[config.mk]
export PLATFORM = sky130hd
export DESIGN_NAME = tsc_fifo
export DESIGN_NICKNAME = d
export VERILOG_FILES = /design/src/tsc_pkg.sv /design/src/tsc_fifo.sv
export SDC_FILE = /design/constraint.sdc
export NUM_CORES = 1
export LEC_CHECK = 0
export ABC_CLOCK_PERIOD_IN_PS = 4800
export BUFFER_PORTS_ARGS = -buffer_cell sky130_fd_sc_hd__buf_2
export CAP_MARGIN = 20
export CORE_UTILIZATION = 52
export DETAILED_ROUTE_END_ITERATION = 16
export GPL_TIMING_DRIVEN = 0
export PLACE_DENSITY = 0.79
export SYNTH_ARGS = -nofsm -noshare
export SYNTH_HDL_FRONTEND = slang
export SYNTH_SLANG_ARGS = --single-unit
[constraint.sdc]
create_clock -name clk -period 4.8 [get_ports clk]
set_clock_uncertainty 0.05 [all_clocks]
set_input_delay 0 -clock clk [delete_from_list [all_inputs] [get_ports clk]]
set_output_delay 0 -clock clk [all_outputs]
set_load 0.01 [all_outputs]
[src/tsc_pkg.sv]
`timescale 1ns / 1ps
// ----------------------------------------------------------------------------
// tsc_pkg: shared types and constants for trajectory smoothing correction
// Field widths, window and ring sizing, the job record passed from the front
// end to the back end, and the ring index helper.
// ----------------------------------------------------------------------------
package tsc_pkg;

  // Window radius and trajectory ring size (ring must hold 2*RADIUS+2 frames)
  localparam int RADIUS      = 30;
  localparam int RING_DEPTH  = 64;

  // Payload field widths
  localparam int DX_W        = 24;
  localparam int DA_W        = 19;
  localparam int DA_LIM      = 205887;

  // Internal widths
  localparam int NCH         = 3;
  localparam int TRAJ_W      = 32;
  localparam int SUM_W       = 40;
  localparam int DIFF_W      = SUM_W + 1;
  localparam int FRAME_W     = 32;
  localparam int RING_AW     = $clog2(RING_DEPTH);
  localparam int OFF_W       = RING_AW + 1;
  localparam int FILL_W      = $clog2(2 * RADIUS + 2);
  localparam int CNT_W       = FILL_W;
  localparam int M_W         = $clog2(RADIUS + 1);
  localparam int FILL_CAP    = 2 * RADIUS + 1;

  // Divider: quotient bits retired per cycle
  localparam int DIV_BITS    = 8;
  localparam int DIV_STEPS   = SUM_W / DIV_BITS;
  localparam int STEP_W      = $clog2(DIV_STEPS);

  // Job queue between front and back end
  localparam int QUEUE_DEPTH = 2;
  localparam int Q_AW        = $clog2(QUEUE_DEPTH);
  localparam int QC_W        = $clog2(QUEUE_DEPTH + 1);

  // Channel lanes
  localparam int CH_X = 0;
  localparam int CH_Y = 1;
  localparam int CH_A = 2;

  // Output saturation limits per lane
  localparam logic signed [DIFF_W-1:0] LIM_HI [NCH] = '{
    DIFF_W'(2 ** (DX_W - 1) - 1), DIFF_W'(2 ** (DX_W - 1) - 1), DIFF_W'(DA_LIM)};
  localparam logic signed [DIFF_W-1:0] LIM_LO [NCH] = '{
    DIFF_W'(-(2 ** (DX_W - 1))), DIFF_W'(-(2 ** (DX_W - 1))), DIFF_W'(-DA_LIM)};

  // One classified frame: new trajectory point, ring slot, frames before it (capped at FILL_CAP)
  typedef struct packed {
    logic [NCH-1:0][TRAJ_W-1:0] traj;
    logic [RING_AW-1:0]         ptr;
    logic [FILL_W-1:0]          fill;
    logic                       last;
  } job_t;

  // Divider status seen by the back end
  typedef struct packed {
    logic busy;
    logic done;
  } div_stat_t;

  // Ring slot k frames before slot ptr (k < RING_DEPTH)
  function automatic logic [RING_AW-1:0] ring_back(input logic [RING_AW-1:0] ptr,
                                                    input logic [OFF_W-1:0]   k);
    logic [OFF_W-1:0] t;
    t = {1'b0, ptr} + OFF_W'(RING_DEPTH) - k;
    if (t >= OFF_W'(RING_DEPTH)) begin
      t = t - OFF_W'(RING_DEPTH);
    end
    return t[RING_AW-1:0];
  endfunction

endpackage

[src/tsc_fifo.sv]
`timescale 1ns / 1ps
// ----------------------------------------------------------------------------
// tsc_fifo: job queue between front and back end
// Small register FIFO so intake and correction stall independently.
// ----------------------------------------------------------------------------
module tsc_fifo import tsc_pkg::*; (
  input  logic clk,
  input  logic rst,
  input  logic push,
  input  job_t push_job,
  input  logic pop,
  output job_t head,
  output logic full,
  output logic empty
);

  job_t            mem [QUEUE_DEPTH];
  logic [Q_AW-1:0] wr_ptr;
  logic [Q_AW-1:0] rd_ptr;
  logic [QC_W-1:0] count;
  logic            do_push;
  logic            do_pop;

  assign full    = (count == QC_W'(QUEUE_DEPTH));
  assign empty   = (count == '0);
  assign do_push = push && !full;
  assign do_pop  = pop && !empty;
  assign head    = mem[rd_ptr];

  // Pointers and occupancy
  always_ff @(posedge clk) begin
    if (rst) begin
      wr_ptr <= '0;
      rd_ptr <= '0;
      count  <= '0;
    end else begin
      if (do_push) begin
        wr_ptr <= (wr_ptr == Q_AW'(QUEUE_DEPTH - 1)) ? '0 : wr_ptr + 1'b1;
      end
      if (do_pop) begin
        rd_ptr <= (rd_ptr == Q_AW'(QUEUE_DEPTH - 1)) ? '0 : rd_ptr + 1'b1;
      end
      if (do_push && !do_pop) begin
        count <= count + 1'b1;
      end else if (do_pop && !do_push) begin
        count <= count - 1'b1;
      end
    end
  end

  // Storage
  always_ff @(posedge clk) begin
    if (do_push) begin
      mem[wr_ptr] <= push_job;
    end
  end

endmodule

== Word-level counts from Yosys, hierarchy flattened ==
Memory sizes are Yosys's and may differ from the RTL's. A register that Yosys moved wholly into a read port is not among the register bits.
Cells that the tools add are included.
Widths: inputs -> output; s select.

* Bits in registers: 4
* Latch bits: 0
* Bits in writable memories: 218
* Bits in read-only memories: 0
* Input bits: 113
* Output and inout bits: 111
* Logic and storage cells: 27
* Memories kept: 1

{| class="wikitable"
|+ Memories
! name !! depth !! bits a word !! rd ports !! clocked after Yosys merged registers in !! wr ports !! RTL line !! source
|-
| mem || 2 || 109 || 1 || 1 || 1 || tsc_fifo.sv:17 || <nowiki>job_t mem [QUEUE_DEPTH];</nowiki>
|}

* $add $sub $neg: 4
* Multipliers: 0
* Divide/modulo/power cells: 0
* Magnitude comparators: 0
* Equal/unequal tests: 1
* Shifts and indexed selects: 0
* Multiplexer cells: 8
* Bitwise operators: 0
* Reduce and logical (&&, ||, !) cells: 10

{| class="wikitable"
|+ Operator list
! cell !! count
|-
| $mux 1 || 6
|-
| $logic_and 1x1->1 || 4
|-
| $logic_not 1->1 || 4
|-
| $mux 2 || 2
|-
| $add 1x1->1 const B || 2
|-
| $add 2x1->2 const B || 1
|-
| $eq 2x2->1 const B || 1
|-
| $logic_not 2->1 || 1
|-
| $reduce_bool 2->1 || 1
|-
| $sub 2x1->2 const B || 1
|}

== Longest topological paths before layout ==
Gate-level depths: netlist of the first run.

* Depth in word-level cells: 7
* Depth in mapped cells: 6
* Depth with buffers taken out: 6

== Worst setup path after synthesis of the first run ==
No wires, ideal clock.

* Path kind: register to register
* Start point: register count[1]
* End point: memory mem[1][0] (netlist bit), enable pin
* Setup time: 0.481 ns
* Data arrival time: 3.157 ns
* Data required time: 4.269 ns
* Setup slack: 1.113 ns
* Cell stages (with the launch flop): 4
* Buffers on the path: 0
* Period minus slack after synthesis: 3.687 ns
* Cell sequence: dfxtp_1 nor2b_2 nor2_1 and2_1

* Cells in the longest elaborated chain, start to end: 5

{| class="wikitable"
|+ Ends and longest elaborated chain
! what !! RTL line !! source
|-
| start, declared || tsc_fifo.sv:20 || <nowiki>logic [QC_W-1:0] count;</nowiki>
|-
| start signal, assigned || tsc_fifo.sv:44 || <nowiki>count <= count + 1'b1;</nowiki>
|-
| start signal, assigned || tsc_fifo.sv:46 || <nowiki>count <= count - 1'b1;</nowiki>
|-
| $eq 2x2->1 || tsc_fifo.sv:24 || <nowiki>assign full = (count == QC_W'(QUEUE_DEPTH));</nowiki>
|-
| net full || tsc_fifo.sv:13 || <nowiki>output logic full,</nowiki>
|-
| $logic_not 1->1 || tsc_fifo.sv:26 || <nowiki>assign do_push = push && !full;</nowiki>
|-
| $logic_and 1x1->1 || tsc_fifo.sv:26 ||
|-
| net do_push || tsc_fifo.sv:21 || <nowiki>logic do_push;</nowiki>
|-
| $mux 1 || tsc_fifo.sv:53 || <nowiki>if (do_push) begin</nowiki>
|-
| $mux 1 (implied by the code) || tsc_fifo.sv:54 || <nowiki>mem[wr_ptr] <= push_job;</nowiki>
|-
| end, declared || tsc_fifo.sv:17 ||
|}

The timed path passes the listed nets, and every way through them passes these cells.

== Worst setup path after layout of the first run ==
* Start point: register count[0]
* End point: memory mem[0][65] (netlist bit), enable pin

* Cells in the longest elaborated chain, start to end: 5

{| class="wikitable"
|+ Ends and longest elaborated chain
! what !! RTL line
|-
| $eq 2x2->1 || tsc_fifo.sv:24
|-
| $logic_not 1->1 || tsc_fifo.sv:26
|-
| $logic_and 1x1->1 || tsc_fifo.sv:26
|-
| $mux 1 || tsc_fifo.sv:53
|-
| $mux 1 (implied by the code) || tsc_fifo.sv:54
|}

No other way between the ends.

==> results of run 1 <==
[state kept, by name, indices dropped and copies added (netlist names), named ones only]
signal,cells
count,2
mem,218
rd_ptr,1
wr_ptr,1
[worst min path at each step]
stage	cells past startpoint	slack, ps	from	endpoint
final	2	190	push_job[98]	mem[1][98]$_DFFE_PP_
after global routing	2	170	push_job[104]	mem[1][104]$_DFFE_PP_
after CTS	2	160	push_job[95]	mem[1][95]$_DFFE_PP_
after detailed placement	1	140	push_job[3]	mem[1][3]$_DFFE_PP_
after global placement	1	140	push_job[55]	mem[0][55]$_DFFE_PP_
after floorplan	1	20	rst	count[1]$_SDFFE_PP0P_
[power by group through the flow]
stage	clock (uW)	sequential (uW)	combinational (uW)
global route	1770	2530	1550
CTS	1680	2510	1440
global placement	0	2580	1300
detailed placement	0	2550	1360
finish	1650	2510	1450
floorplan	0	2550	844
[metal layers]
metal	up-vias	part of all wire
met5	-	0
met4	0	0.024
met3	37	0.070
met2	216	0.53
met1	2306	0.37
li1	2176	-
[worst max-delay path, delay by kind of cell, from the launching register on]
family	cells	cell delay [ps]
buf+inv	2	870
flops	1	440
simple gates	2	480
[through the flow]
step	area (sq um)	std cells	util	hold WS (ps)	worst slack (ps)
after floorplan	8108	364	-	19.07	1113
after CTS	11360	930	0.7476	162.9	2576
final	11360	930	0.7476	191.4	2557
after global routing	11360	930	0.7476	170.2	2453
after global placement	9459	775	0.6222	137.9	11.40
after detailed placement	9547	778	0.6280	141.5	2581
[cell type report]
cell class,count,area [sq um],share of cell area
Sequential cell,223,6646,0.5848
Timing Repair Buffer,338,2320,0.2041
Multi-Input combinational cell,127,1378,0.1212
Clock buffer,28,594.3,0.05230
Tap cell,188,235.2,0.02070
Clock inverter,12,102.6,0.009028
Buffer,12,78.83,0.006936
Inverter,2,10.01,0.0008808
[cells in the mapped netlist]
cell type    n
a21oi_1      2
and2_1       1
buf_2        9
buf_6        3
dfxtp_1      5
edfxtp_1   218
ha_1         1
inv_1        2
mux2_2      99
mux2_4      10
nor2_1       5
nor2b_2      1
o21ai_0      3
or3_1        2
xor2_1       3
[cells by family after synthesis]
logic type               after synthesis  share of synthesized area
AND/OR/NAND/NOR                        9                   0.005711
XOR/XNOR                               3                   0.003241
buffers and inverters                 14                    0.01065
multiplexers                         109                     0.1560
AO/OA/AOI/OAI                          5                   0.003086
flip-flops                           223                     0.8198
adder cells (fa/ha/maj)                1                   0.001543
==> run metrics, run 1 <==
status=finished clean; leakage power=0.004357 uW; CTS tree=yes; # hold bufs at CTS=112; P_int=4128 uW; CP arrival=2340 ps; FF+latch count, synth=223; DP Wirelength=9.562 mm; initial antenna violation count=0; Post-Route WL=17.01 mm; chip width=126.9 um; Worst R2R End=mem[0][65]$_DFFE_PP_; Nets=841; total CTS buffers=23; post-CTS setup repair buffer count=0; CP Cell Sequence=nor2b_2, or3_1, inv_4, buf_16; number of max-slew violations in the final report=0; unrepaired setup endpoints after global routing=false; Core Rows=45; maxcap violations=0; commonest cells after routing, fill and taps aside=buf_2 (232), edfxtp_1 (218), dlygate4sd3_1 (112), mux2_2 (99), clkbuf_16 (23); initial core utilization=0.5333; # fillers=875; CP peak stage delay=520 ps; Critical Path Start=count[0]$_SDFFE_PP0P_; Worst IR Drop VDD=345.8 uV; Cells after Synth=364; Psw=1486 uW; CP Class=flip-flop to flip-flop; final setup TNS=0 ps; Comb pwr share=0.258; Final min period=2243 ps; core area=15200 sq um; Max H-tree Level=1; commonest non-fill, non-tap cell in the layout=buf_2; Worst path slowest cell=inv_4; Via Count=roughly 4700; Chip Height=126.9 um; Flop pwr share=0.448; r2r worst-path depth=4; post-synth top area share=0.8074; largest net degree at the start of global routing=60; area leader, netlist=edfxtp_1; Ys Warns=0; Synth cell types=15; clk sink count=223; Tot GR Track Use=0.2104; Die ar.=16090 sq um; routability-driven placement congestion ratio=slightly below 0.7; worst-skew pair later-pin latency=480 ps; Slew @ Worst Pin=between 600 and 700 ps; startpoint types=flip-flop; Hold Violations, Final=0; Worst setup endpoint=mem[0][65]$_DFFE_PP_; register area share after synthesis=0.8198; drt drc=0; Via density=between 5 and 6; clock power share=0.294; GRT Max-Usage Layer=met2; layout cells sized above 1=0.5108; relative slew slack=0.5346; GR Util met1=0.2285; switching share of total power=0.2647; Final Power=5614 uW; post-synthesis to final-layout area growth=40.17%; I/O pins=224; Starting DRT DRC Count=around 270; fin crit share=0.4673; vias in the first global route=just over 5000; CP Capture Type=flip-flop; Hold Path Class=input pin to flip-flop; Clock Tree Buf Depth=3; first-pass GRT wire length=25.92 mm; routing usage on met3=0.06031; GR Util met2=0.3975; Power per Cell Area=494.0 nW/um^2; Root Buffer=clkbuf_16; Final ANT Viol Nets=0; syn nets=478; ANT cells=0; r2r startpoint=count[0]$_SDFFE_PP0P_; grt ovf=0; Setup violations, final=0; largest cells by area after synthesis=edfxtp_1 (81%), mux2_2 (14%), mux2_4 (1.9%), dfxtp_1 (1.2%), buf_2 (0.56%); clock transition at the registers of the reported paths=60 ps; Max Freq=445.8 MHz; Synth Cell Area=8108 sq um; Reg2Reg Setup Slack=2560 ps; port bufs=between 200 and 250; Worst Path Required=4900 ps; Crit Path Max Fanout=59; drt wl/cell=18.28 um; number of detailed-route iterations in the first pass=4; post-cts sizing count=0; Mapped Avg Cell Area=22.27 sq um
Power figures use the tool's default switching activity.
==> run 2, diff against run 1 <==
Settings changed: ABC_CLOCK_PERIOD_IN_PS 4800 to 2200.
Clock period 4.8 ns to 2.2 ns, I/O delays scaled along.
==> run 2 against run 1 <==
  * Power increased by 120%
  * Worst hold slack got worse by 11 ps
  * Register-to-register slack got worse by 2400 ps
  * Critical path type unchanged
  * Critical endpoint is now mem[1][33]$_DFFE_PP_
==> run metrics, run 2 (same netlist as run 1, synthesis figures left out) <==
status=finished clean; CP Cell Sequence=nor2b_4, nor2_1, and2_4, buf_16; post-synthesis to final-layout area growth=40.09%; initial antenna violation count=0; CP Class=flip-flop to flip-flop; clk sink count=223; CP peak stage delay=660 ps; hold path startpoint=push_job[31]; largest net degree at the start of global routing=59; layout cells sized above 1=0.5128; Tot GR Track Use=0.2067; first-pass GRT wire length=25.31 mm; commonest non-fill, non-tap cell in the layout=buf_2; Core Rows=45; DP Wirelength=9.738 mm; Crit Path Max Fanout=58; total CTS buffers=22; clock power share=0.290; initial core utilization=0.5333; ANT cells=0; Starting DRT DRC Count=218; Final Util=0.7472; Hold Violations, Final=0; unrepaired setup endpoints after global routing=false; Die ar.=16090 sq um; Comb pwr share=0.260; Design Area, Final=roughly 11000 sq um; Post-Route WL=16.96 mm; CTS tree=yes; maxcap violations=0; Worst IR Drop VDD=1095 uV; routability-driven placement congestion ratio=0.6769; worst-skew pair later-pin latency=between 400 and 500 ps; Hold Path Class=input pin to flip-flop; Psw=3200 uW; Reg2Reg Setup Slack=120 ps; r2r startpoint=count[1]$_SDFFE_PP0P_; max reg flops=between 200 and 250; Chip Height=126.9 um; Slew @ Worst Pin=between 800 and 900 ps; Root Buffer=clkbuf_16; placed instance area=9545 sq um; Nets=841; number of detailed-route iterations in the first pass=5; Critical Path Start=count[1]$_SDFFE_PP0P_; Final min period=2076 ps; Via Count=4685; grt ovf=0; relative slew slack=0.4605; core area=between 15000 and 20000 sq um; Final Power=between 10000 and 15000 uW; post-cts sizing count=0; Largest regs=mem (218), count (2); switching share of total power=0.2625; Max Freq=481.6 MHz; CP Capture Type=flip-flop; startpoint types=flip-flop; Clock Tree Buf Depth=3; Flop pwr share=0.450; Setup violations, final=0; drt wl/cell=18.22 um; Final ANT Viol Nets=0; commonest cells after routing, fill and taps aside=buf_2 (232), edfxtp_1 (218), dlygate4sd3_1 (112), mux2_2 (99), clkbuf_16 (23); Via density=5.032; number of max-slew violations in the final report=0; Largest Register=mem; leakage power=0.004338 uW; Worst path slowest cell=and2_4; non-filler cells, final=931; drt drc=0; Worst Path Required=2310 ps; Max H-tree Level=1; clock transition at the registers of the reported paths=~60 ps; CP arrival=2180 ps; vias in the first global route=5042; post-CTS setup repair buffer count=0; fin crit share=0.9437; P_int=8988 uW; I/O pins=224; Power per Cell Area=1073 nW/um^2; port bufs=between 200 and 250; chip width=126.9 um; Inst Count DP=778
run 2: cell type report:
class	count	area (sq um)
Inverter	2	11.26
Timing Repair inverter	1	5.005
Sequential cell	223	6649
Timing Repair Buffer	338	2305
Clock inverter	4	42.54
Multi-Input combinational cell	127	1388
Tap cell	188	235.2
Clock buffer	36	644.4
Buffer	12	78.83
Fill cell	864	3844
run 2: what timing repair did:
action                                  in CTS  in global routing
hold buffers                               112                  0
endpoints found under the setup margin       0                 70
hold endpoints to repair                   223                  0
run 2: worst paths after layout:
check,to,cells after the start
max,mem[1][33]$_DFFE_PP_,4
min,mem[0][31]$_DFFE_PP_,2
max reg2reg,mem[1][33]$_DFFE_PP_,4
min reg2reg,count[1]$_SDFFE_PP0P_,2
run 2: metrics by stage:
stage / worst slack, ps / TNS, ps / hold slack [ps]
global route: 4.537 / 0 / 165.8
detailed placement: 87.17 / 0 / 141.6
floorplan: -492.6 / -53690 / 11.65
global placement: -1246 / -137840 / 137.5
CTS: 72.48 / 0 / 155.0
finish: 123.8 / 0 / 180.4
run 2: worst max-delay path, delay by kind of cell (launching register included):
kind                   cells  cell delay, ps
flip-flops                 1             330
buffers and inverters      1             350
AND/OR/NAND/NOR            3             940
run 2: routing by layer:
layer  global-route usage  up-vias  share of wire
li1                     -     2172              -
met1               0.2234     2292           0.36
met2               0.3933      190           0.55
met3              0.05778       31          0.067
met4              0.05672        0          0.024
met5                    0        -              0
run 2: power groups by stage:
stage / logic, uW / clock network, uW / registers [uW]
global placement: 2850 / 0 / 5580
floorplan: 1860 / 0 / 5550
finish: 3170 / 3530 / 5490
CTS: 3160 / 3620 / 5490
detailed placement: 2980 / 0 / 5570
global route: 3380 / 3770 / 5530
