File: config.mk
export PLATFORM = sky130hd
export DESIGN_NAME = tsc_front_flat
export DESIGN_NICKNAME = d
export VERILOG_FILES = /design/src/tsc_pkg.sv /design/src/tsc_if.sv /design/src/tsc_front.sv /design/src/flat_wrapper.sv
export SDC_FILE = /design/constraint.sdc
export NUM_CORES = 1
export LEC_CHECK = 0
export ABC_AREA = 1
export BUFFER_PORTS_ARGS = -buffer_cell sky130_fd_sc_hd__buf_4
export CAP_MARGIN = 20
export CORE_MARGIN = 10
export CORE_UTILIZATION = 60
export CTS_BUF_LIST = sky130_fd_sc_hd__clkbuf_16
export DETAILED_ROUTE_END_ITERATION = 6
export GPL_TIMING_DRIVEN = 0
export PLACE_DENSITY = 0.91
export SKIP_LAST_GASP = 1
export SYNTH_ARGS = -nofsm -noshare
export SYNTH_HDL_FRONTEND = slang
export SYNTH_SLANG_ARGS = --single-unit
File: constraint.sdc
create_clock -name clk -period 7.6 [get_ports clk]
set_input_delay 1.52 -clock clk [delete_from_list [all_inputs] [get_ports clk]]
set_output_delay 1.52 -clock clk [all_outputs]
set_load 0.1 [all_outputs]
File: src/tsc_pkg.sv
`timescale 1ns / 1ps
// ----------------------------------------------------------------------------
// tsc_pkg: shared types and constants for trajectory smoothing correction
// Field widths, window and ring sizing, the job record passed from the front
// end to the back end, and the ring index helper.
// ----------------------------------------------------------------------------
package tsc_pkg;

  // Window radius and trajectory ring size (ring must hold 2*RADIUS+2 frames)
  localparam int RADIUS      = 30;
  localparam int RING_DEPTH  = 64;

  // Payload field widths
  localparam int DX_W        = 24;
  localparam int DA_W        = 19;
  localparam int DA_LIM      = 205887;

  // Internal widths
  localparam int NCH         = 3;
  localparam int TRAJ_W      = 32;
  localparam int SUM_W       = 40;
  localparam int DIFF_W      = SUM_W + 1;
  localparam int FRAME_W     = 32;
  localparam int RING_AW     = $clog2(RING_DEPTH);
  localparam int OFF_W       = RING_AW + 1;
  localparam int FILL_W      = $clog2(2 * RADIUS + 2);
  localparam int CNT_W       = FILL_W;
  localparam int M_W         = $clog2(RADIUS + 1);
  localparam int FILL_CAP    = 2 * RADIUS + 1;

  // Divider: quotient bits retired per cycle
  localparam int DIV_BITS    = 8;
  localparam int DIV_STEPS   = SUM_W / DIV_BITS;
  localparam int STEP_W      = $clog2(DIV_STEPS);

  // Job queue between front and back end
  localparam int QUEUE_DEPTH = 2;
  localparam int Q_AW        = $clog2(QUEUE_DEPTH);
  localparam int QC_W        = $clog2(QUEUE_DEPTH + 1);

  // Channel lanes
  localparam int CH_X = 0;
  localparam int CH_Y = 1;
  localparam int CH_A = 2;

  // Output saturation limits per lane
  localparam logic signed [DIFF_W-1:0] LIM_HI [NCH] = '{
    DIFF_W'(2 ** (DX_W - 1) - 1), DIFF_W'(2 ** (DX_W - 1) - 1), DIFF_W'(DA_LIM)};
  localparam logic signed [DIFF_W-1:0] LIM_LO [NCH] = '{
    DIFF_W'(-(2 ** (DX_W - 1))), DIFF_W'(-(2 ** (DX_W - 1))), DIFF_W'(-DA_LIM)};

  // One classified frame: new trajectory point, ring slot, frames before it (capped at FILL_CAP)
  typedef struct packed {
    logic [NCH-1:0][TRAJ_W-1:0] traj;
    logic [RING_AW-1:0]         ptr;
    logic [FILL_W-1:0]          fill;
    logic                       last;
  } job_t;

  // Divider status seen by the back end
  typedef struct packed {
    logic busy;
    logic done;
  } div_stat_t;

  // Ring slot k frames before slot ptr (k < RING_DEPTH)
  function automatic logic [RING_AW-1:0] ring_back(input logic [RING_AW-1:0] ptr,
                                                    input logic [OFF_W-1:0]   k);
    logic [OFF_W-1:0] t;
    t = {1'b0, ptr} + OFF_W'(RING_DEPTH) - k;
    if (t >= OFF_W'(RING_DEPTH)) begin
      t = t - OFF_W'(RING_DEPTH);
    end
    return t[RING_AW-1:0];
  endfunction

endpackage

File: src/tsc_if.sv
`timescale 1ns / 1ps
// ----------------------------------------------------------------------------
// tsc_if: valid/ready channels of trajectory smoothing correction
// Input frame motion channel and corrected motion output channel.
// ----------------------------------------------------------------------------
interface tsc_in_if import tsc_pkg::*; ();
  logic                   valid;
  logic                   ready;
  logic signed [DX_W-1:0] dx;
  logic signed [DX_W-1:0] dy;
  logic signed [DA_W-1:0] da;
  logic                   is_last;

  modport source (output valid, dx, dy, da, is_last, input ready);
  modport sink   (input valid, dx, dy, da, is_last, output ready);
endinterface


File: src/tsc_front.sv
`timescale 1ns / 1ps
// ----------------------------------------------------------------------------
// tsc_front: frame intake and classification
// Accumulates motions into the saturating trajectory, tracks the frame count
// and ring slot of the sequence, and pushes one job per frame to the queue.
// ----------------------------------------------------------------------------
module tsc_front import tsc_pkg::*; (
  input  logic         clk,
  input  logic         rst,
  tsc_in_if.sink       frame_in,
  input  logic         q_full,
  output logic         q_push,
  output job_t         q_job
);

  logic [FRAME_W-1:0]   n;
  logic [RING_AW-1:0]   ptr;
  logic [TRAJ_W-1:0]    traj      [NCH];
  logic [TRAJ_W-1:0]    traj_next [NCH];
  logic [TRAJ_W:0]      delta     [NCH];
  logic [FRAME_W-1:0]   n_inc;

  assign frame_in.ready = !q_full;
  assign q_push         = frame_in.valid && !q_full;
  assign n_inc          = n + 1'b1;

  // Sign-extend motions to trajectory width plus one
  assign delta[CH_X] = {{(TRAJ_W + 1 - DX_W){frame_in.dx[DX_W-1]}}, frame_in.dx};
  assign delta[CH_Y] = {{(TRAJ_W + 1 - DX_W){frame_in.dy[DX_W-1]}}, frame_in.dy};
  assign delta[CH_A] = {{(TRAJ_W + 1 - DA_W){frame_in.da[DA_W-1]}}, frame_in.da};

  // Saturating trajectory update
  always_comb begin
    logic [TRAJ_W:0] s;
    for (int c = 0; c < NCH; c++) begin
      s = {traj[c][TRAJ_W-1], traj[c]} + delta[c];
      if (s[TRAJ_W] != s[TRAJ_W-1]) begin
        traj_next[c] = s[TRAJ_W] ? {1'b1, {(TRAJ_W - 1){1'b0}}}
                                 : {1'b0, {(TRAJ_W - 1){1'b1}}};
      end else begin
        traj_next[c] = s[TRAJ_W-1:0];
      end
    end
  end

  // Job record for the back end
  always_comb begin
    for (int c = 0; c < NCH; c++) begin
      q_job.traj[c] = traj_next[c];
    end
    q_job.ptr  = ptr;
    q_job.fill = (n >= FRAME_W'(FILL_CAP)) ? FILL_W'(FILL_CAP) : n[FILL_W-1:0];
    q_job.last = frame_in.is_last;
  end

  // Sequence state: a last frame starts over; a wrap resets n and ptr only
  always_ff @(posedge clk) begin
    if (rst) begin
      n   <= '0;
      ptr <= '0;
      for (int c = 0; c < NCH; c++) begin
        traj[c] <= '0;
      end
    end else if (q_push) begin
      if (frame_in.is_last) begin
        n   <= '0;
        ptr <= '0;
        for (int c = 0; c < NCH; c++) begin
          traj[c] <= '0;
        end
      end else begin
        n <= n_inc;
        if (n_inc == '0 || ptr == RING_AW'(RING_DEPTH - 1)) begin
          ptr <= '0;
        end else begin
          ptr <= ptr + 1'b1;
        end
        for (int c = 0; c < NCH; c++) begin
          traj[c] <= traj_next[c];
        end
      end
    end
  end

endmodule

File: src/flat_wrapper.sv
// flat-port wrapper written by rule: the top's interface ports become plain ports
module tsc_front_flat import tsc_pkg::*;
  (clk, rst, q_full, q_push, q_job, frame_in_valid, frame_in_dx, frame_in_dy, frame_in_da, frame_in_is_last, frame_in_ready);
  tsc_in_if frame_in_i ();
  input  logic clk;
  input  logic rst;
  input  logic q_full;
  output logic q_push;
  output job_t q_job;
  input wire logic [$bits(frame_in_i.valid)-1:0] frame_in_valid;
  input wire logic [$bits(frame_in_i.dx)-1:0] frame_in_dx;
  input wire logic [$bits(frame_in_i.dy)-1:0] frame_in_dy;
  input wire logic [$bits(frame_in_i.da)-1:0] frame_in_da;
  input wire logic [$bits(frame_in_i.is_last)-1:0] frame_in_is_last;
  output wire logic [$bits(frame_in_i.ready)-1:0] frame_in_ready;
  assign frame_in_i.valid = frame_in_valid;
  assign frame_in_i.dx = frame_in_dx;
  assign frame_in_i.dy = frame_in_dy;
  assign frame_in_i.da = frame_in_da;
  assign frame_in_i.is_last = frame_in_is_last;
  assign frame_in_ready = frame_in_i.ready;
  tsc_front u_core (.clk(clk), .rst(rst), .frame_in(frame_in_i), .q_full(q_full), .q_push(q_push), .q_job(q_job));
endmodule
# After elaboration in Yosys (flattened, before gate mapping)
# Memory sizes are Yosys's and may differ from the RTL's.
# Cells that the tools add are included.
# Widths: inputs -> output; s select.
dict set report word_totals {
  reg_bits 38
  ramBits 96
  n_memories 1
}
dict set report op_classes {
  addsub 5
  order_cmp 1
  eq_ne 4
  n_mux 26
  bitwise_logic 6
  n_reduce_logical 4
}
# memory words width rd rd_clocked_by_memory_dff write_ports line_no
set mem_list {}
lappend mem_list {u_core.traj 3 32 3 0 3 tsc_front.sv:18} ;# logic [TRAJ_W-1:0] traj [NCH];
# cell count
set op_table {}
lappend op_table {{$mux 32} 13}
lappend op_table {{$add 32x24->33} 2}
lappend op_table {{$add 32x19->33} 1}
lappend op_table {{$add 32x1->32 const B} 1}
lappend op_table {{$ge 32x6->1 const B} 1}
lappend op_table {{$logic_not 32->1} 1}
lappend op_table {{$mux 6} 3}
lappend op_table {{$mux 1} 10}
lappend op_table {{$add 6x1->6 const B} 1}
lappend op_table {{$eq 6x6->1 const B} 1}
lappend op_table {{$or 1x1->1} 6}
lappend op_table {{$ne 1x1->1} 3}
lappend op_table {{$logic_and 1x1->1} 1}
lappend op_table {{$logic_not 1->1} 1}
lappend op_table {{$logic_or 1x1->1} 1}

# Depth between registers and ports, before layout
# Gate-level depths: netlist of run 1.
dict set report logic_depth {
  depth_word 7
  depth_mapped 18
  mapped_depth_nobuf 17
}

# Least setup slack after synthesis of run 1
# No wires, ideal clock.
dict set report synth_timing {
  path_kind {input to register}
  startpoint {in q_full}
  endpoint {mem u_core.traj[0][0] (enable)}
  setup_time_ps 453
  arrival_time_ps 5406
  slack_ps 1741
  path_stages 5
  n_path_buf 0
  path_cell_list {inv_1 -> nand2_1 -> inv_1 -> nor2_1 -> inv_1}
}
# element line_no
set synth_lines {}
lappend synth_lines {{from (decl)} flat_wrapper.sv:7} ;# input logic q_full;
lappend synth_lines {{to (decl)} tsc_front.sv:18}

==> flow_summary.rst, run 1 <==
.. list-table::
   :header-rows: 1

   * - Metric
     - Value
   * - Outcome
     - completed
   * - Setup tns final
     - 0 ps
   * - Routed WL
     - about 46 mm
   * - Worst setup path end
     - q_job[38]
   * - Most repeated cell in the gate-level netlist after synthesis
     - nand2_1
   * - Area of placed instances
     - roughly 0.016 mm^2
   * - Hold crit path type
     - register to register
   * - Floorplan row count
     - 56
   * - Insertion delay to the later sink of the worst-skew pair
     - approximately 440 ps
   * - CP Class
     - input port to output pin
   * - Final core utilization
     - between 70 and 80%
   * - RSZ-0062 raised after global routing
     - false
   * - Register-to-register setup slack
     - 4470 ps
   * - Antenna cells
     - 0
   * - Post-CTS sizing
     - 0
   * - Pin slew with the least headroom to its limit
     - between 800 and 900 ps
   * - Endpoint of the most critical register-to-register path
     - u_core.traj[0][25]
   * - Final RePlAce weighted congestion
     - between 1 and 1.5
   * - Smallest hold slack
     - roughly 500 ps
   * - CP max stage cell
     - a21oi_1
   * - I/O pin count
     - ~180
   * - Crit path max fanout
     - 10
   * - Summed instance area of the synthesized netlist
     - 0.0142 mm^2
   * - Post-synthesis to final-layout area growth
     - 16.6%
   * - Clock root cell
     - clkbuf_16
   * - Maximum number of pins on one net before global-route repair
     - 55
   * - Cell Count, Final, Fillers Out
     - 2844
   * - Routed vias
     - roughly 15000
   * - Seq/Total Area, Yosys
     - approximately a quarter
   * - Global-route congestion overflow total
     - 0
   * - Longest Clk Path Bufs
     - 2
   * - DIE AREA
     - ~0.03 mm^2
   * - First-pass GRT wire length
     - around 73 mm
   * - Num CTS Buffers
     - 17
   * - Area share of the largest cell type after synthesis
     - 24.2%
   * - Post-route DRC
     - 0
   * - Detailed-route wire length per cell
     - about 16 um
   * - Total of endpoints with negative setup slack in the final report
     - 0
   * - Half-perimeter wire length after detailed placement
     - between 30 and 40 mm
   * - Number of buffer and inverter instances along the worst setup path
     - 6
   * - Critical Path Source
     - frame_in_dx[0]
   * - Final critical-path share of the clock period
     - 78.2%
   * - Count of unique library cells instantiated by Yosys
     - 39
   * - Overall Global Routing Usage
     - between 20 and 30%
   * - Warnings, synthesis
     - 0
   * - Max Cap Violations
     - 0
   * - Number of antenna violations at the first check in global routing
     - 0
   * - Number of cells on the critical path
     - 20
   * - Most repeated library cell on the critical path
     - nand2_1
   * - Worst clock skew on the final layout
     - approximately 18 ps
   * - Cell type group with the largest total delay on the critical path
     - simple AND/OR/NAND/NOR gates
   * - TritonCTS Sinks
     - approximately 130
   * - Startpoint of the lowest-slack register-to-register path
     - u_core.traj[0][0]
   * - Die span in y
     - 174 um
   * - Min cycle time layout
     - just under 6000 ps
   * - Die boundary width
     - roughly 170 um
   * - Arrival time worst endpoint
     - 4420 ps
   * - Critical path cell sequence
     - buf_4 > ha_1 > inv_1 > fa_1 > inv_1 > nand2_1 > nand2_1 > nand3_1 > nand2_1 > nand2_1 > nand2_2 > nand2_1 > nand2_1 > nand2_2 > nand2_4 > nand2_1 > buf_4 > a21oi_1 > inv_1 > buf_4
   * - Average via count per standard cell
     - 5.39
   * - PortBufs
     - 181
   * - Instance count of the mapped netlist
     - 2311
   * - Number of detailed-routing iterations run before antenna repair
     - 6
   * - Leading cell types by total area after synthesis
     - nand2_1 (24%), edfxtp_1 (20%), ha_1 (8.8%)
   * - Synth Flop Type
     - edfxtp_1
   * - CTS tree
     - done
   * - Remaining number of nets flagged by the antenna check after routing
     - 0
   * - Count of flip-flops with a built-in enable after synthesis
     - 96
   * - Fraction of final layout cells sized beyond drive strength 1
     - 13.3%
   * - Starting density of the core
     - around 61%
   * - Most area-hungry cell type in the Yosys netlist
     - nand2_1
   * - Post-CTS Repair Setup Buffers
     - 0
   * - Core ar.
     - between 0.02 and 0.025 mm^2
   * - Ys async rst share
     - 0%
   * - Delay of the slowest cell on the worst path
     - slightly below 400 ps
   * - Hold-fix buffer count after cts
     - 0
   * - CTS HTree Levels
     - 4
   * - Final Hold Vio Count
     - 0
   * - Slew margin rel.
     - about 42%
   * - Final nets
     - 2687
   * - Top cell types by occurrence after synthesis
     - nand2_1 (911), inv_1 (323), nor2_1 (251)
   * - Final setup margin
     - around 1700 ps
   * - Number of global-route vias before repair
     - between 10000 and 15000
   * - F_max
     - roughly 0.17 GHz
   * - Number of placed cells counting well taps
     - between 2000 and 3000
   * - Design Area, Final
     - 0.0165 mm^2
   * - Reg clk slew, reported paths
     - ~60 ps
   * - Mean cell area of the mapped netlist
     - between 6 and 7 um^2
   * - Required time reported for the critical path endpoint
     - about 6100 ps
   * - Number of storage elements in the synthesis netlist
     - about 130
   * - DR iter-0 viols
     - between 1000 and 1500
   * - Total nets after synthesis
     - between 2000 and 2500
   * - Startpoint Class
     - input port
   * - Maximum ir drop on the vdd rail
     - 250 uV
   * - Placement Setup Slack
     - about 1700 ps
   * - Total power
     - around 4.1 mW
   * - Total count of max-transition violations in the final report
     - 0
   * - Static leakage
     - 8.72 nW
   * - Power density of the placed cells
     - around 250 mW/mm^2
   * - Worst R2R Path Depth
     - 18
   * - Nature of the critical path endpoint
     - output pin
worst register-to-register path, cell delays in order, from the launching register on:
cell	delay [ps]
edfxtp_1	330
ha_1	190
inv_1	60
fa_1	380
inv_1	110
nand2_1	80
nand2_1	100
nand3_1	90
nand2_1	150
nand2_1	90
nand2_2	120
nand2_1	110
nand2_1	90
nand2_2	70
nand2_4	100
nand2_1	120
buf_4	210
a21oi_1	400
nor2_1	80
layer usage:
layer	wire, um	part of all wire (%)	vias up	track usage (%)
li1	-	-	7687	-
met1	18400	40	6847	34.8
met2	21600	47	672	50.3
met3	3660	8.0	137	5.18
met4	1910	4.2	0	13.4
met5	0	0	-	0
where the power goes:
part	total, mW	switching (mW)	internal [mW]	leakage, nW
registers	0.836	0.0134	0.823	1.33
clock network	0.823	0.378	0.444	0.271
logic	2.43	1.92	0.514	7.12
total	4.09	2.31	1.78	8.72
worst min-delay path by stage:
stage             startpoint             to  cells past startpoint
2_1_floorplan   u_core.n[29]   u_core.n[29]                      2
3_3_place_gp   u_core.ptr[1]  u_core.ptr[1]                      2
3_5_place_dp   u_core.ptr[1]  u_core.ptr[1]                      2
4_1_cts        u_core.ptr[1]  u_core.ptr[1]                      2
5_1_grt        u_core.ptr[3]  u_core.ptr[3]                      2
6_report       u_core.ptr[1]  u_core.ptr[1]                      2
cells in the final DEF, fill, tap and decap left out, types with 15 or more instances in the layout:
cell / netlist / routed
a21oi_1: 169 / 169
a21oi_2: 51 / 51
buf_4: 7 / 188
clkbuf_1: 18 / 18
clkbuf_16: 0 / 18
dfxtp_1: 38 / 38
edfxtp_1: 96 / 96
ha_1: 100 / 100
inv_1: 323 / 322
nand2_1: 911 / 911
nand2_2: 18 / 18
nand3_1: 89 / 89
nand4_1: 15 / 15
nor2_1: 251 / 251
nor3_1: 30 / 30
o21ai_0: 43 / 43
xor2_1: 45 / 45
flip-flops by register name, indices dropped and copies added, names as in the netlist:
register     cells
u_core.ptr       6
u_core.traj     96
u_core.n        32
cells by family (layout without fill, tap and decap cells):
family                   Yosys count  after routing  share of synthesized area [%]
AND/OR/NAND/NOR                 1354           1354                           39.0
XOR/XNOR                          59             59                           3.65
adder cells (fa/ha/maj)          103            103                           9.26
AO/OA/AOI/OAI                    284            284                           11.7
buffers and inverters            377            591                           10.6
flip-flops                       134            134                           25.7
layout make-up:
class                           instances  area, um^2
Timing Repair Buffer                  182        1390
Fill cell                            2095        6820
Clock inverter                         14         114
Clock buffer                           18         450
Sequential cell                       134        3640
Tap cell                              319         399
Inverter                              336        1270
Buffer                                 41         238
Multi-Input combinational cell       1800        9010
(Power assumes the default switching activity.)
==> run 2: changes to the inputs <==
--- a/config.mk
+++ b/config.mk
@@ -5,11 +5,11 @@
 export SDC_FILE = /design/constraint.sdc
 export NUM_CORES = 1
 export LEC_CHECK = 0
-export ABC_AREA = 1
+export ABC_AREA = 0
 export BUFFER_PORTS_ARGS = -buffer_cell sky130_fd_sc_hd__buf_4
 export CAP_MARGIN = 20
 export CORE_MARGIN = 10
-export CORE_UTILIZATION = 60
+export CORE_UTILIZATION = 59
 export CTS_BUF_LIST = sky130_fd_sc_hd__clkbuf_16
 export DETAILED_ROUTE_END_ITERATION = 6
 export GPL_TIMING_DRIVEN = 0
==> constraint.sdc (replaced) <==
create_clock -name clk -period 5.8 [get_ports clk]
set_input_delay 1.16 -clock clk [delete_from_list [all_inputs] [get_ports clk]]
set_output_delay 1.16 -clock clk [all_outputs]
set_load 0.1 [all_outputs]
==> flow_summary.rst, run 2 <==
.. list-table::
   :header-rows: 1

   * - Metric
     - Value
   * - PortBufs
     - 181
   * - Number of storage elements in the synthesis netlist
     - approximately 130
   * - Hold-critical path endpoint
     - u_core.n[22]
   * - Area share of the largest cell type after synthesis
     - between 20% and 30%
   * - Total count of max-transition violations in the final report
     - 0
   * - Average via count per standard cell
     - roughly 6.3
   * - Pin slew with the least headroom to its limit
     - approximately 930 ps
   * - TritonCTS Sinks
     - approximately 130
   * - Number of placed cells counting well taps
     - 1929
   * - Maximum ir drop on the vdd rail
     - about 300 uV
   * - Routed vias
     - roughly 12000
   * - Ys async rst share
     - 0%
   * - Final nets
     - 1853
   * - RSZ-0062 raised after global routing
     - false
   * - Highest-count cells in the layout ignoring fill and taps
     - buf_4 (189), o21ai_0 (178), a21oi_1 (122)
   * - Leading cell type in the layout, fill and taps excluded
     - buf_4
   * - Largest registers ranked by flip-flop count
     - u_core.traj (96), u_core.n (32), u_core.ptr (6)
   * - Total of endpoints with negative setup slack in the final report
     - 0
   * - Top cell types by occurrence after synthesis
     - o21ai_0 (224), a21oi_1 (122), nor2_1 (103)
   * - Max Cap Violations
     - 0
   * - First-pass GRT wire length
     - between 50 and 60 mm
   * - F_max
     - roughly 0.18 GHz
   * - Static leakage
     - about 6.1 nW
   * - I/O pin count
     - between 150 and 200
   * - Instance count of the mapped netlist
     - 1477
   * - Min cycle time layout
     - approximately 5700 ps
   * - Crit path max fanout
     - 3
   * - Leading cell types by total area after synthesis
     - edfxtp_1 (24%), ha_1 (10%), o21ai_0 (9.2%)
   * - DIE AREA
     - 0.0268 mm^2
   * - Num CTS Buffers
     - 17
   * - Synth Flop Type
     - edfxtp_1
   * - Startpoint of the lowest-slack register-to-register path
     - u_core.traj[0][64]
   * - Power density of the placed cells
     - around 350 mW/mm^2
   * - Final core utilization
     - between 70% and 80%
   * - Final RePlAce weighted congestion
     - around 0.97
   * - Final Hold Vio Count
     - 0
   * - CP Class
     - input port to output pin
   * - Outcome
     - completed
   * - Largest register by flop count
     - u_core.traj
   * - Remaining number of nets flagged by the antenna check after routing
     - 0
   * - Most area-hungry cell type in the Yosys netlist
     - edfxtp_1
   * - Insertion delay to the later sink of the worst-skew pair
     - 440 ps
   * - Seq/Total Area, Yosys
     - around 30%
   * - Setup tns final
     - 0 ps
   * - Worst Hold Launch
     - u_core.n[22]
   * - Longest Clk Path Bufs
     - 2
   * - Slew margin rel.
     - 38.1%
   * - Summed instance area of the synthesized netlist
     - around 0.012 mm^2
   * - Floorplan row count
     - 52
   * - Flip-flop count of the largest register after layout
     - 96
   * - Post-synthesis to final-layout area growth
     - 19.0%
   * - Mean cell area of the mapped netlist
     - 8.23 um^2
   * - Overall Global Routing Usage
     - between 20% and 30%
   * - Starting density of the core
     - 60.1%
   * - Startpoint Class
     - input port
   * - Antenna cells
     - 0
   * - Half-perimeter wire length after detailed placement
     - around 28 mm
   * - Register-to-register setup slack
     - approximately 2000 ps
   * - Most repeated cell in the gate-level netlist after synthesis
     - o21ai_0
   * - Hold crit path type
     - register to register
   * - CTS HTree Levels
     - 4
   * - Area of placed instances
     - 0.0139 mm^2
   * - Routed WL
     - about 37 mm
   * - DR iter-0 viols
     - roughly 1000
   * - Warnings, synthesis
     - 0
   * - Worst hold path cell count
     - 2
   * - Design Area, Final
     - 0.0145 mm^2
   * - Cell Count, Final, Fillers Out
     - slightly below 2000
   * - Arrival time worst endpoint
     - ~4500 ps
   * - Final critical-path share of the clock period
     - a little over nine tenths
   * - Number of global-route vias before repair
     - around 12000
   * - Global-route congestion overflow total
     - 0
   * - Fraction of final layout cells sized beyond drive strength 1
     - between 10% and 20%
   * - Core ar.
     - 0.0202 mm^2
   * - Filler cell count in the final layout
     - about 1500
   * - Post-route DRC
     - 0
   * - Number of antenna violations at the first check in global routing
     - 0
   * - Die boundary width
     - 164 um
   * - Total nets after synthesis
     - 1652
   * - Detailed-route wire length per cell
     - about 19 um
   * - Required time reported for the critical path endpoint
     - approximately 4600 ps
   * - Worst clock skew on the final layout
     - between 10 and 15 ps
   * - Worst R2R Path Depth
     - 13
   * - Count of flip-flops with a built-in enable after synthesis
     - 96
   * - Reg clk slew, reported paths
     - approximately 70 ps
   * - Clock root cell
     - clkbuf_16
   * - CTS tree
     - done
   * - Endpoint of the most critical register-to-register path
     - u_core.traj[0][77]
   * - Number of detailed-routing iterations run before antenna repair
     - 5
   * - Die span in y
     - roughly 160 um
   * - Count of unique library cells instantiated by Yosys
     - between 80 and 90
   * - Hold-fix buffer count after cts
     - 0
   * - Maximum number of pins on one net before global-route repair
     - 75
   * - Nature of the critical path endpoint
     - output pin
run 2: report_power, final:
part           internal [mW]  switching (mW)  total [mW]  leakage, nW
combinational          0.643            2.28        2.92         4.50
sequential              1.08          0.0178        1.10         1.33
clock                  0.634           0.468        1.10        0.274
run 2: what timing repair did:
action / CTS / global route
buffers inserted: 0 / 0
gates resized for setup: 0 / 9
setup endpoints to repair: 0 / 27
run 2: worst max-delay path by stage:
stage / startpoint / to / slack [ps] / cells after the start
6_report: frame_in_da[0] / q_job[107] / 130 / 14
5_1_grt: frame_in_da[0] / q_job[101] / 5 / 14
4_1_cts: frame_in_da[0] / q_job[89] / 50 / 14
3_5_place_dp: frame_in_da[0] / q_job[101] / 140 / 14
3_3_place_gp: rst / u_core.n[3] / 150 / 6
2_1_floorplan: frame_in_dy[0] / q_job[53] / -620 / 12
run 2: final cells by class:
class	count	area, um^2	share of cell area [%]
Timing Repair Buffer	182	1390	9.58
Buffer	88	397	2.74
Clock inverter	15	154	1.06
Tap cell	270	338	2.33
Inverter	36	138	0.951
Sequential cell	134	3640	25.2
Multi-Input combinational cell	1219	7990	55.2
Clock buffer	17	425	2.94
run 2: logic make-up after synthesis:
logic type | Yosys count | share of synthesized area, %
DFF | 134 | 30.0
and+or+nand+nor | 431 | 18.5
muxes | 5 | 0.422
buffers and inverters | 124 | 4.33
adders and majority gates | 103 | 10.8
xor gates and xnor gates | 102 | 7.35
AOI/OAI and AO/OA | 578 | 28.6
run 2: critical path, cell delays in order:
cell,delay (ps)
buf_4,80
ha_1,170
inv_1,60
fa_1,410
nand2b_1,180
a21oi_1,310
o2111ai_1,270
a21oi_1,380
a31oi_1,230
o211ai_1,310
a31oi_1,160
xor2_1,200
o21ai_1,240
buf_4,340
run 2: metal layers:
layer	GRT usage, %	wire [um]
met1	33.3	15400
met2	44.6	17600
met3	4.96	2880
met4	11.4	1160
met5	0	0
run 2: per-stage QoR:
stage               power (mW)  worst slack [ps]  hold slack, ps
finish                    5.12               133             499
global route              5.31              5.32             526
CTS                       5.11              51.6             498
detailed placement        4.02               142             489
global placement          3.98               150             479
floorplan                 3.41              -618             457
==> run 3: changes to the inputs <==
--- a/config.mk
+++ b/config.mk
@@ -9,11 +9,11 @@
 export BUFFER_PORTS_ARGS = -buffer_cell sky130_fd_sc_hd__buf_4
 export CAP_MARGIN = 20
 export CORE_MARGIN = 10
-export CORE_UTILIZATION = 59
+export CORE_UTILIZATION = 45
 export CTS_BUF_LIST = sky130_fd_sc_hd__clkbuf_16
 export DETAILED_ROUTE_END_ITERATION = 6
 export GPL_TIMING_DRIVEN = 0
-export PLACE_DENSITY = 0.91
+export PLACE_DENSITY = 0.74
 export SKIP_LAST_GASP = 1
 export SYNTH_ARGS = -nofsm -noshare
 export SYNTH_HDL_FRONTEND = slang
==> flow_summary.rst, run 3 (synthesized netlist as in run 2, its figures left out) <==
.. list-table::
   :header-rows: 1

   * - Metric
     - Value
   * - Outcome
     - completed
   * - Maximum ir drop on the vdd rail
     - ~250 uV
   * - Filler cell count in the final layout
     - approximately 2500
   * - Num CTS Buffers
     - 17
   * - Post-CTS Repair Setup Buffers
     - 0
   * - Post-CTS sizing
     - 0
   * - Smallest hold slack
     - about 500 ps
   * - Half-perimeter wire length after detailed placement
     - around 28 mm
   * - Area of placed instances
     - about 0.014 mm^2
   * - CP Class
     - input port to output pin
   * - Post-synthesis to final-layout area growth
     - 19.6%
   * - Longest Clk Path Bufs
     - 2
   * - Die boundary width
     - about 180 um
   * - Routed vias
     - roughly 12000
   * - Core ar.
     - approximately 0.027 mm^2
   * - Total of endpoints with negative setup slack in the final report
     - 0
   * - Total count of max-transition violations in the final report
     - 0
   * - Insertion delay to the later sink of the worst-skew pair
     - ~430 ps
   * - Clock root cell
     - clkbuf_16
   * - Max Cap Violations
     - 0
   * - Combined area of the multi-input logic cells
     - approximately 0.008 mm^2
   * - Average via count per standard cell
     - between 5 and 6
   * - I/O pin count
     - around 180
   * - Largest register by flop count
     - u_core.traj
   * - F_max
     - 0.180 GHz
   * - Delay of the slowest cell on the worst path
     - a little under 400 ps
   * - Number of detailed-routing iterations run before antenna repair
     - 5
   * - Hold crit path type
     - register to register
   * - Floorplan row count
     - 60
   * - Pin slew with the least headroom to its limit
     - roughly 930 ps
   * - Hold-fix buffer count after cts
     - 0
   * - Flip-flop and latch area
     - around 0.0036 mm^2
   * - DIE AREA
     - about 0.034 mm^2
   * - Maximum number of pins on one net before global-route repair
     - 56
   * - Number of antenna violations at the first check in global routing
     - 0
   * - Worst clock skew on the final layout
     - ~16 ps
   * - Slew margin rel.
     - about two fifths
   * - CP max stage cell
     - fa_1
   * - Crit path max fanout
     - 10
   * - Overall Global Routing Usage
     - around a fifth
   * - Global-route congestion overflow total
     - 0
   * - Fraction of final layout cells sized beyond drive strength 1
     - roughly 17%
   * - Flip-flop count of the largest register after layout
     - 96
   * - TritonCTS Sinks
     - ~130
   * - DR iter-0 viols
     - 871
   * - Register-to-register setup slack
     - 2220 ps
   * - Remaining number of nets flagged by the antenna check after routing
     - 0
   * - Startpoint Class
     - input port
   * - Critical path cell sequence
     - buf_4 > ha_1 > inv_1 > fa_1 > nand2b_1 > a21oi_1 > o211a_1 > a21oi_2 > o21ai_1 > a21oi_2 > a31o_2 > clkbuf_1 > o21ai_0 > buf_4
   * - Post-route DRC
     - 0
   * - Detailed-route wire length per cell
     - about 18 um
   * - Static leakage
     - just over 6 nW
   * - Required time reported for the critical path endpoint
     - about 4600 ps
   * - First-pass GRT wire length
     - a little under 60 mm
   * - Routed WL
     - approximately 37 mm
   * - Final Hold Vio Count
     - 0
   * - Reg clk slew, reported paths
     - 60 ps
   * - Starting density of the core
     - 45.4%
   * - Nature of the critical path endpoint
     - output pin
   * - Setup tns final
     - 0 ps
   * - Leading cell type in the layout, fill and taps excluded
     - buf_4
   * - PortBufs
     - between 150 and 200
   * - Power density of the placed cells
     - approximately 350 mW/mm^2
   * - CTS tree
     - done
   * - Final RePlAce weighted congestion
     - 0.954
   * - Die span in y
     - about 180 um
   * - Final nets
     - approximately 1900
   * - Antenna cells
     - 0
   * - RSZ-0062 raised after global routing
     - true
   * - Largest registers ranked by flip-flop count
     - u_core.traj (96), u_core.n (32), u_core.ptr (6)
   * - Highest-count cells in the layout ignoring fill and taps
     - buf_4 (189), o21ai_0 (178), a21oi_1 (122)
   * - Min cycle time layout
     - 5570 ps
   * - Final critical-path share of the clock period
     - a little over nine tenths
   * - Arrival time worst endpoint
     - 4410 ps
   * - Design Area, Final
     - roughly 0.015 mm^2
   * - Number of global-route vias before repair
     - around 12000
   * - CTS HTree Levels
     - 4
-- run 3: cell types whose count changed in the layout (fill, tap and decap cells not counted), moves of 2 or more --
cell,delta
clkinvlp_2,-2
clkinv_1,+2
inv_1,+2
clkinv_4,+3
inv_6,-4
clkinvlp_4,-3
inv_4,+2
-- run 3: worst max-delay path: cells and delay by family --
kind / cells / cell delay [ps]
AOI/OAI and AO/OA: 7 / 1720
and+or+nand+nor: 1 / 180
adders and majority gates: 2 / 560
buffers and inverters: 4 / 800
-- run 3: layout make-up --
class / count / area share [%]
Timing Repair Buffer: 182 / 9.53
Clock inverter: 14 / 0.757
Sequential cell: 134 / 25.1
Tap cell: 341 / 2.93
Multi-Input combinational cell: 1219 / 54.9
Clock buffer: 18 / 3.10
Inverter: 36 / 0.946
Buffer: 88 / 2.74
-- run 3: report_power, final --
| group | internal (mW) | switching, mW |
|---|---|---|
| clock network | 0.611 | 0.461 |
| registers | 1.08 | 0.0169 |
| logic | 0.643 | 2.27 |
-- run 3: worst paths after layout --
path / start / endpoint / cells past startpoint
worst max-delay path: frame_in_dy[0] / q_job[69] / 14
worst min-delay path: u_core.n[22] / u_core.n[22] / 2
worst max register to register: u_core.traj[0][14] / u_core.traj[0][25] / 10
worst min register to register: u_core.n[22] / u_core.n[22] / 2
-- run 3: through the flow --
step,total power [mW],utilization [%],instances,worst slack (ps)
after floorplan,3.41,-,1477,-618
after global placement,4.00,52.0,1999,-141
after detailed placement,4.02,52.1,2000,104
after CTS,5.09,54.2,2032,68.4
after global routing,5.28,54.3,2032,-6.64
final,5.08,54.3,2032,230
-- run 3: routing by layer --
metal	global-route usage [%]	share of wire [%]	up-vias
li1	-	-	5965
met1	26.7	44	5697
met2	34.4	47	443
met3	3.98	6.8	61
met4	8.46	2.6	0
met5	0	0	-
